--- config.mk ---
export PLATFORM = sky130hd
export DESIGN_NAME = lru_key_value_cache_unit_flat
export DESIGN_NICKNAME = d
export VERILOG_FILES = /design/src/sv/lru_kvc_pkg.sv /design/src/sv/lru_kvc_if.sv /design/src/sv/lru_kvc_store.sv /design/src/sv/lru_key_value_cache_unit.sv /design/src/flat_wrapper.sv
export SDC_FILE = /design/constraint.sdc
export NUM_CORES = 2
export LEC_CHECK = 0
export BUFFER_PORTS_ARGS = -buffer_cell sky130_fd_sc_hd__buf_4
export CAP_MARGIN = 25
export CORE_AREA = 2 2 412 414
export DETAILED_ROUTE_END_ITERATION = 12
export DIE_AREA = 0 0 414 416
export GPL_ROUTABILITY_DRIVEN = 0
export GPL_TIMING_DRIVEN = 0
export PLACE_DENSITY_LB_ADDON = 0.2
export SLEW_MARGIN = 20
export SYNTH_ARGS = -nofsm -noshare
export SYNTH_HDL_FRONTEND = slang
export SYNTH_SLANG_ARGS = --single-unit
--- constraint.sdc ---
create_clock -name clk -period 9.7 [get_ports clk]
set_input_delay 0 -clock clk [delete_from_list [all_inputs] [get_ports clk]]
set_output_delay 0 -clock clk [all_outputs]
set_load 0.02 [all_outputs]
--- src/sv/lru_kvc_pkg.sv ---
// Package for the LRU key/value cache: sizes, operation codes and the
// request/response structs shared by the interfaces and the modules.
// No dependencies.
package lru_kvc_pkg;

    // Number of slots in the store
    localparam int ENTRIES = 16;

    // Widths of the fixed fields
    localparam int DATA_W = 32;
    localparam int CAP_W  = 5;

    // Rank and fill-count widths follow the slot count
    localparam int RANK_W = (ENTRIES > 1) ? $clog2(ENTRIES) : 1;
    localparam int CNT_W  = $clog2(ENTRIES + 1);

    // Width used to compare the fill count against the capacity register
    localparam int CMP_W  = (CNT_W > CAP_W) ? CNT_W : CAP_W;

    // Operation codes
    localparam logic OP_GET = 1'b0;
    localparam logic OP_PUT = 1'b1;

    // Capacity register value after reset
    localparam logic [CAP_W-1:0] CAP_RESET = CAP_W'(16);

    // Value returned by a lookup miss
    localparam logic [DATA_W-1:0] MISS_VALUE = '1;

    typedef struct packed {
        logic                     operation;
        logic signed [DATA_W-1:0] key;
        logic signed [DATA_W-1:0] value;
    } lru_kvc_req_t;

    typedef struct packed {
        logic                     found;
        logic signed [DATA_W-1:0] read_value;
    } lru_kvc_rsp_t;

endpackage

--- src/sv/lru_kvc_if.sv ---
// Valid/ready channel interfaces of the LRU key/value cache: request,
// response and capacity configuration. Depends on lru_kvc_pkg.

// Request channel: operation, key, value
interface lru_kvc_req_if import lru_kvc_pkg::*; ();
    logic                     valid;
    logic                     ready;
    logic                     operation;
    logic signed [DATA_W-1:0] key;
    logic signed [DATA_W-1:0] value;

    modport source (output valid, output operation, output key, output value,
                    input ready);
    modport sink   (input valid, input operation, input key, input value,
                    output ready);
endinterface

// Response channel: found flag and read value
interface lru_kvc_rsp_if import lru_kvc_pkg::*; ();
    logic                     valid;
    logic                     ready;
    logic                     found;
    logic signed [DATA_W-1:0] read_value;

    modport source (output valid, output found, output read_value, input ready);
    modport sink   (input valid, input found, input read_value, output ready);
endinterface

// Configuration channel: capacity register write data
interface lru_kvc_cfg_if import lru_kvc_pkg::*; ();
    logic             valid;
    logic             ready;
    logic [CAP_W-1:0] data;

    modport source (output valid, output data, input ready);
    modport sink   (input valid, input data, output ready);
endinterface

--- src/sv/lru_kvc_store.sv ---
// Slot store of the LRU key/value cache: key/value registers, valid bits,
// recency ranks and fill count, with the combinational lookup and the registered update.
// Depends on lru_kvc_pkg.
module lru_kvc_store import lru_kvc_pkg::*;
(
    input  logic             clk,
    input  logic             rst_n,
    input  logic             commit,
    input  lru_kvc_req_t     req,
    input  logic [CAP_W-1:0] capacity,
    output lru_kvc_rsp_t     rsp
);

    // Slot contents (no reset: only read where the valid bit is set)
    logic [DATA_W-1:0] key_reg [ENTRIES];
    logic [DATA_W-1:0] val_reg [ENTRIES];

    // Control state
    logic [ENTRIES-1:0] valid_reg;
    logic [RANK_W-1:0]  rank_reg [ENTRIES];
    logic [CNT_W-1:0]   count_reg;
    logic [CNT_W-1:0]   count_next;

    logic [ENTRIES-1:0] hit_vec;
    logic [ENTRIES-1:0] lru_vec;
    logic [ENTRIES-1:0] free_vec;
    logic [ENTRIES-1:0] tgt_vec;
    logic [DATA_W-1:0]  hit_val;
    logic [RANK_W-1:0]  hit_rank;
    logic [CNT_W-1:0]   count_m1;
    logic [CNT_W-1:0]   thr;
    logic [CMP_W-1:0]   cnt_ext;
    logic [CMP_W-1:0]   cap_ext;
    logic               hit;
    logic               full;
    logic               is_put;
    logic               insert;
    logic               upd;

    // Key compare and least-recent match across all slots.
    // Valid ranks always form 0..count-1, so the least recent slot is the
    // one whose rank equals count-1.
    assign count_m1 = count_reg - CNT_W'(1);

    always_comb
    begin
        hit_val  = '0;
        hit_rank = '0;
        for (int i = 0; i < ENTRIES; i++)
        begin
            hit_vec[i] = valid_reg[i] && (key_reg[i] == req.key);
            lru_vec[i] = valid_reg[i] && (CNT_W'(rank_reg[i]) == count_m1);
            hit_val    = hit_val  | (val_reg[i]  & {DATA_W{hit_vec[i]}});
            hit_rank   = hit_rank | (rank_reg[i] & {RANK_W{hit_vec[i]}});
        end
    end

    // Lowest-numbered free slot, one-hot
    assign free_vec = ~valid_reg & (valid_reg + ENTRIES'(1));

    assign hit = |hit_vec;

    // Full against the clamped capacity (zero counts as one)
    assign cnt_ext = CMP_W'(count_reg);
    assign cap_ext = CMP_W'(capacity);

    always_comb
    begin
        if (cnt_ext >= CMP_W'(ENTRIES))
            full = 1'b1;
        else if (capacity == '0)
            full = (count_reg != '0);
        else
            full = (cnt_ext >= cap_ext);
    end

    // Decide target slot and the rank threshold below which ranks age
    assign is_put = (req.operation == OP_PUT);
    assign insert = is_put && !hit && !full;
    assign upd    = commit && (hit || is_put);

    always_comb
    begin
        if (hit)
        begin
            tgt_vec = hit_vec;
            thr     = CNT_W'(hit_rank);
        end
        else if (full)
        begin
            tgt_vec = lru_vec;
            thr     = count_m1;
        end
        else
        begin
            tgt_vec = free_vec;
            thr     = count_reg;
        end
    end

    // Lookup result
    assign rsp.found      = hit;
    assign rsp.read_value = hit ? hit_val : MISS_VALUE;

    // Fill count
    assign count_next = (commit && insert) ? count_reg + CNT_W'(1) : count_reg;

    // Valid bits, ranks and count
    always_ff @(posedge clk or negedge rst_n)
    begin
        if (!rst_n)
        begin
            valid_reg <= '0;
            count_reg <= '0;
            for (int i = 0; i < ENTRIES; i++)
            begin
                rank_reg[i] <= '0;
            end
        end
        else
        begin
            count_reg <= count_next;
            if (upd)
            begin
                for (int i = 0; i < ENTRIES; i++)
                begin
                    if (tgt_vec[i])
                    begin
                        rank_reg[i]  <= '0;
                        valid_reg[i] <= 1'b1;
                    end
                    else if (valid_reg[i] && (CNT_W'(rank_reg[i]) < thr))
                    begin
                        rank_reg[i] <= rank_reg[i] + RANK_W'(1);
                    end
                end
            end
        end
    end

    // Slot payload writes on put
    always_ff @(posedge clk)
    begin
        for (int i = 0; i < ENTRIES; i++)
        begin
            if (commit && is_put && tgt_vec[i])
            begin
                key_reg[i] <= req.key;
                val_reg[i] <= req.value;
            end
        end
    end

endmodule

--- src/sv/lru_key_value_cache_unit.sv ---
// Top level of the LRU key/value cache: request register, capacity register,
// response register and handshakes around the slot store.
// Depends on lru_kvc_pkg, lru_kvc_if and lru_kvc_store.
//
//  channel | modport | payload                        | transaction
//  --------+---------+--------------------------------+---------------------------
//  req     | sink    | operation, key, value          | get or put request
//  rsp     | source  | found, read_value              | one per get, none per put
//  cfg     | sink    | data (capacity)                | capacity write, always ready
//
// One request per cycle while no get stalls. A request is registered, then
// looked up and applied to the store as it leaves the request register; a
// get result is then written into the response register. req.ready falls
// only while a get sits in the request register and the response register
// holds an untaken result. Reset clears all slots and sets capacity to 16.
module lru_key_value_cache_unit import lru_kvc_pkg::*;
(
    input  logic          clk,
    input  logic          rst_n,
    lru_kvc_cfg_if.sink   cfg,
    lru_kvc_req_if.sink   req,
    lru_kvc_rsp_if.source rsp
);

    logic [CAP_W-1:0] cap_reg;
    logic             req_vld_reg;
    lru_kvc_req_t     req_reg;
    logic             rsp_vld_reg;
    logic             rsp_vld_next;
    lru_kvc_rsp_t     rsp_reg;
    lru_kvc_rsp_t     lookup;
    logic             advance;
    logic             is_get;

    // Capacity register
    assign cfg.ready = 1'b1;

    always_ff @(posedge clk or negedge rst_n)
    begin
        if (!rst_n)
            cap_reg <= CAP_RESET;
        else if (cfg.valid)
            cap_reg <= cfg.data;
    end

    // Stage advance: puts never wait, gets need room in the response register
    assign is_get    = (req_reg.operation == OP_GET);
    assign advance   = req_vld_reg && (!is_get || !rsp_vld_reg || rsp.ready);
    assign req.ready = !req_vld_reg || advance;

    // Request register
    always_ff @(posedge clk or negedge rst_n)
    begin
        if (!rst_n)
            req_vld_reg <= 1'b0;
        else if (req.ready)
            req_vld_reg <= req.valid;
    end

    always_ff @(posedge clk)
    begin
        if (req.ready && req.valid)
        begin
            req_reg.operation <= req.operation;
            req_reg.key       <= req.key;
            req_reg.value     <= req.value;
        end
    end

    // Slot store
    lru_kvc_store u_store
    (
        .clk      (clk),
        .rst_n    (rst_n),
        .commit   (advance),
        .req      (req_reg),
        .capacity (cap_reg),
        .rsp      (lookup)
    );

    // Response register
    always_comb
    begin
        if (advance && is_get)
            rsp_vld_next = 1'b1;
        else if (rsp.ready)
            rsp_vld_next = 1'b0;
        else
            rsp_vld_next = rsp_vld_reg;
    end

    always_ff @(posedge clk or negedge rst_n)
    begin
        if (!rst_n)
            rsp_vld_reg <= 1'b0;
        else
            rsp_vld_reg <= rsp_vld_next;
    end

    always_ff @(posedge clk)
    begin
        if (advance && is_get)
            rsp_reg <= lookup;
    end

    assign rsp.valid      = rsp_vld_reg;
    assign rsp.found      = rsp_reg.found;
    assign rsp.read_value = rsp_reg.read_value;

`ifndef NO_ASSERTIONS
    // A miss always returns all ones
    a_miss_value: assert property (@(posedge clk) disable iff (!rst_n)
        rsp_vld_reg && !rsp_reg.found |-> rsp_reg.read_value == MISS_VALUE)
        else $error("miss response without all-ones value");

    // A get that leaves the request register shows up as a response
    a_get_rsp: assert property (@(posedge clk) disable iff (!rst_n)
        advance && is_get |=> rsp_vld_reg)
        else $error("get lost on its way to the response register");

    // Back-pressure only from a get blocked behind an untaken response
    a_stall_cause: assert property (@(posedge clk) disable iff (!rst_n)
        !req.ready |-> req_vld_reg && is_get && rsp_vld_reg && !rsp.ready)
        else $error("request stalled without cause");

    // A put never creates a response
    a_put_silent: assert property (@(posedge clk) disable iff (!rst_n)
        advance && !is_get && !rsp_vld_reg |=> !rsp_vld_reg)
        else $error("put produced a response");
`endif

endmodule
--- src/flat_wrapper.sv ---
// flat-port wrapper written by rule: the top's interface ports become plain ports
module lru_key_value_cache_unit_flat import lru_kvc_pkg::*;
  (clk, rst_n, cfg_valid, cfg_data, cfg_ready, req_valid, req_operation, req_key, req_value, req_ready, rsp_valid, rsp_found, rsp_read_value, rsp_ready);
  lru_kvc_cfg_if cfg_i ();
  lru_kvc_req_if req_i ();
  lru_kvc_rsp_if rsp_i ();
  input  logic clk;
  input  logic rst_n;
  input wire logic [$bits(cfg_i.valid)-1:0] cfg_valid;
  input wire logic [$bits(cfg_i.data)-1:0] cfg_data;
  output wire logic [$bits(cfg_i.ready)-1:0] cfg_ready;
  input wire logic [$bits(req_i.valid)-1:0] req_valid;
  input wire logic [$bits(req_i.operation)-1:0] req_operation;
  input wire logic [$bits(req_i.key)-1:0] req_key;
  input wire logic [$bits(req_i.value)-1:0] req_value;
  output wire logic [$bits(req_i.ready)-1:0] req_ready;
  output wire logic [$bits(rsp_i.valid)-1:0] rsp_valid;
  output wire logic [$bits(rsp_i.found)-1:0] rsp_found;
  output wire logic [$bits(rsp_i.read_value)-1:0] rsp_read_value;
  input wire logic [$bits(rsp_i.ready)-1:0] rsp_ready;
  assign cfg_i.valid = cfg_valid;
  assign cfg_i.data = cfg_data;
  assign cfg_ready = cfg_i.ready;
  assign req_i.valid = req_valid;
  assign req_i.operation = req_operation;
  assign req_i.key = req_key;
  assign req_i.value = req_value;
  assign req_ready = req_i.ready;
  assign rsp_valid = rsp_i.valid;
  assign rsp_found = rsp_i.found;
  assign rsp_read_value = rsp_i.read_value;
  assign rsp_i.ready = rsp_ready;
  lru_key_value_cache_unit u_core (.clk(clk), .rst_n(rst_n), .cfg(cfg_i), .req(req_i), .rsp(rsp_i));
endmodule
==> metrics.txt <==
Clock transition at path regs=~0.06 ns; Slew Limit Fails=0; total grt overflow=0; Setup Buffers After CTS=0; WS Path Type=flop to flop; worst vdd ir=~0.17 mV; Avg Inst Size Synth=about 16 µm²; WL met3=around 12000 µm; RSZ-0062 raised after global routing=no; Core Rows=between 150 and 200; Critical-path top delay cell=edfxtp_1; commonest non-fill, non-tap cells in the layout=edfxtp_1, xnor2_1, nand4_1; worst rel slew slack=between 20 and 25%; DIE WIDTH=between 400 and 500 µm; largest net degree at the start of global routing=92; Max-Cap Viols=0; Arr. time, crit path=roughly 8.7 ns; nets=3757; Cell variety after synth=slightly above 70; CTS max path bufs=3; top_reg_cell synth=edfxtp_1; Vias=roughly 31000; Fill cells=~16000; ratio of cells with drive above 1 in the final layout=16.3%; Final TNS setup=0 ns; H-tree level count=4; Final Power=roughly 14 mW; initial antenna violation count=9; crit-path most repeated cell=buf_2; Synth Instances=approximately 3100; Ports=111; met1 WL=81500 µm; DIE AREA=approximately 0.17 mm²; IO Port Bufs=between 100 and 150; post-DP HPWL=approximately 120000 µm; CP cell instances=buf_8, buf_2, buf_2, xnor2_1, nand4_1, nor4_2, and3_1, clkbuf_1, clkbuf_2, buf_2, a221oi_1, nand4_1, o21ai_2, buf_6, ha_1, nand3_1, o31ai_1, a211oi_2, mux2_2; number of global-route vias before repair=~30000; cell family contributing the most delay on the critical path=buffers and inverters; commonest non-fill, non-tap cell in the layout=edfxtp_1; Min-Delay Path Class=primary input to flop; Buf+Inv Stages, Crit Path=7; CTS tree=built; final WL=182000 µm; Worst Path Max Fanout=11; Final Instance Area=0.0624 mm²; TritonCTS Buffers=between 100 and 150; startpoint types=flop; syn nets=3226; Overall Global Routing Usage=between 20% and 30%; Worst setup EP type=flop; Worst Max-Slew Pin Slew=approximately 1.1 ns; Peak Freq=between 100 and 150 MHz; number of synthesized flops with an enable pin=roughly 1100; WL met2=about 85000 µm; first-pass GRT wire length=~250000 µm; clock latency on the worst-skew pair=about 0.79 ns; synthesis-to-layout area growth=24.5%; Post-synth ARST share=around 7.6%; PwrDens=between 200 and 250 mW/mm²; period utilization=between 80% and 90%; Ys Warns=0; root buffer cell=clkbuf_16; Initial Utilization=roughly 30%; top sig layer=met5; Placement Cell Area=roughly 0.056 mm²; CP peak stage delay=between 0.8 and 0.9 ns; 1st-iter DRT viols=roughly 3500; core footprint=approximately 0.17 mm²; Via density=5.24; Cell Area, Synth=0.0501 mm²; Clock Skew=0.0329 ns; final setup fails=0; Die H=between 400 and 500 µm; Hold Fails Final Rpt=0; post-synthesis sequential area ratio=between 70% and 80%; CP required=10.36 ns; number of synthesized register bits=between 1000 and 1500; DRC viols=0; mean routed wirelength per cell=a little over 30 µm; Tmin final=7.99 ns; Routed Antenna Nets=0; status=completed; clock sink total=approximately 1200; number of iterations in the first detailed-routing pass=6; P_leak=approximately 20 nW
-- stage by stage --
stage / hold slack, ns / setup WS (ns) / cells / util (%)
finish: 0.132 / 1.71 / 5948 / 37.1
global route: 0.111 / 1.60 / 5947 / 37.1
CTS: 0.0721 / 1.73 / 5943 / 37.1
detailed placement: 0.179 / 1.73 / 5548 / 33.6
global placement: 0.178 / -3.93 / 5422 / 31.9
floorplan: -0.296 / 2.64 / 3096 / -
-- final timing paths --
| check | startpoint | end | slack [ns] | depth (start not counted) |
|---|---|---|---|---|
| max | u_core.req_reg[39]$_DFFE_PP_ | u_core.u_store.rank_reg[12]$_DFFE_PN0P_ | 1.71 | 19 |
| min | rsp_ready | u_core.rsp.valid$_DFFE_PN0P_ | 0.13 | 4 |
| max reg2reg | u_core.req_reg[39]$_DFFE_PP_ | u_core.u_store.rank_reg[12]$_DFFE_PN0P_ | 1.71 | 19 |
| min reg2reg | u_core.u_store.cnt_ext[4]$_DFFE_PN0P_ | u_core.u_store.cnt_ext[4]$_DFFE_PN0P_ | 0.58 | 1 |
| max in group asynchronous | rst_n | u_core.u_store.rank_reg[55]$_DFFE_PN0P_ | 8.85 | 4 |
| min in group asynchronous | rst_n | u_core.cap_reg[4]$_DFFE_PN1P_ | 0.31 | 3 |
-- logic make-up (layout without fill, tap and decap cells) --
group | Yosys count | in the layout | synth area share [%]
flops | 1214 | 1214 | 71.9
mux | 19 | 19 | 0.435
compound gates | 495 | 495 | 8.00
buf+inv | 191 | 824 | 1.73
fa+ha+maj | 55 | 55 | 1.37
xor+xnor | 583 | 583 | 10.2
simple gates | 538 | 538 | 6.36
other cells | 1 | 2 | 0.00749
-- repair_timing --
item / in CTS / in global routing
hold buffers: 156 / 0
endpoints found under the setup margin: 0 / 0
hold endpoints to repair: 216 / 0
gates resized for setup: 0 / 0
-- cells in the mapped netlist (33+ instances only) --
library cell	instances	area share (%)
edfxtp_1	1122	67
xnor2_1	478	8.4
nand4_1	172	2.1
a22o_1	135	2.4
xor2_1	105	1.8
a221oi_1	104	1.8
dfrtp_1	91	4.5
a22oi_1	64	0.96
buf_2	62	0.62
clkbuf_1	62	0.46
and3_1	56	0.70
ha_1	55	1.4
nand3_1	52	0.52
nor4_1	51	0.64
nor2_1	42	0.31
nand2b_1	38	0.47
a21oi_1	33	0.33
-- routing by layer --
metal,up-vias,global-route usage (%)
met5,-,0
met2,1238,33.3
li1,13300,-
met4,6,4.71
met3,209,3.88
met1,16400,29.4
-- worst register-to-register path, delay by kind of cell, from the launching register on --
kind                     cells  cell delay [ns]
XOR/XNOR                     1             0.20
AO/OA/AOI/OAI                4             1.02
AND/OR/NAND/NOR              5             1.64
buffers and inverters        7             3.59
flip-flops                   1             0.83
adder cells (fa/ha/maj)      1             0.30
multiplexers                 1             0.31
-- area by class of cell --
| class | count | area, µm² | area share, % |
|---|---|---|---|
| buffer | 159 | 787 | 1.26 |
| clock buffer | 175 | 3670 | 5.88 |
| sequential | 1214 | 36000 | 57.7 |
| inverter | 32 | 120 | 0.193 |
| timing repair buffer | 394 | 4940 | 7.92 |
| clock inverter | 64 | 634 | 1.02 |
| antenna | 1 | 2.50 | 0.00401 |
| tap | 2218 | 2780 | 4.45 |
| multi-input combinational | 1691 | 13400 | 21.5 |
-- power by group --
part	internal [mW]	leakage (nW)	switching, mW
combinational	1.08	7.02	1.61
clock	2.94	2.08	2.13
sequential	6.22	11.2	0.455
total	10.2	20.3	4.19
No activity file was read; power rests on OpenSTA's default activity.
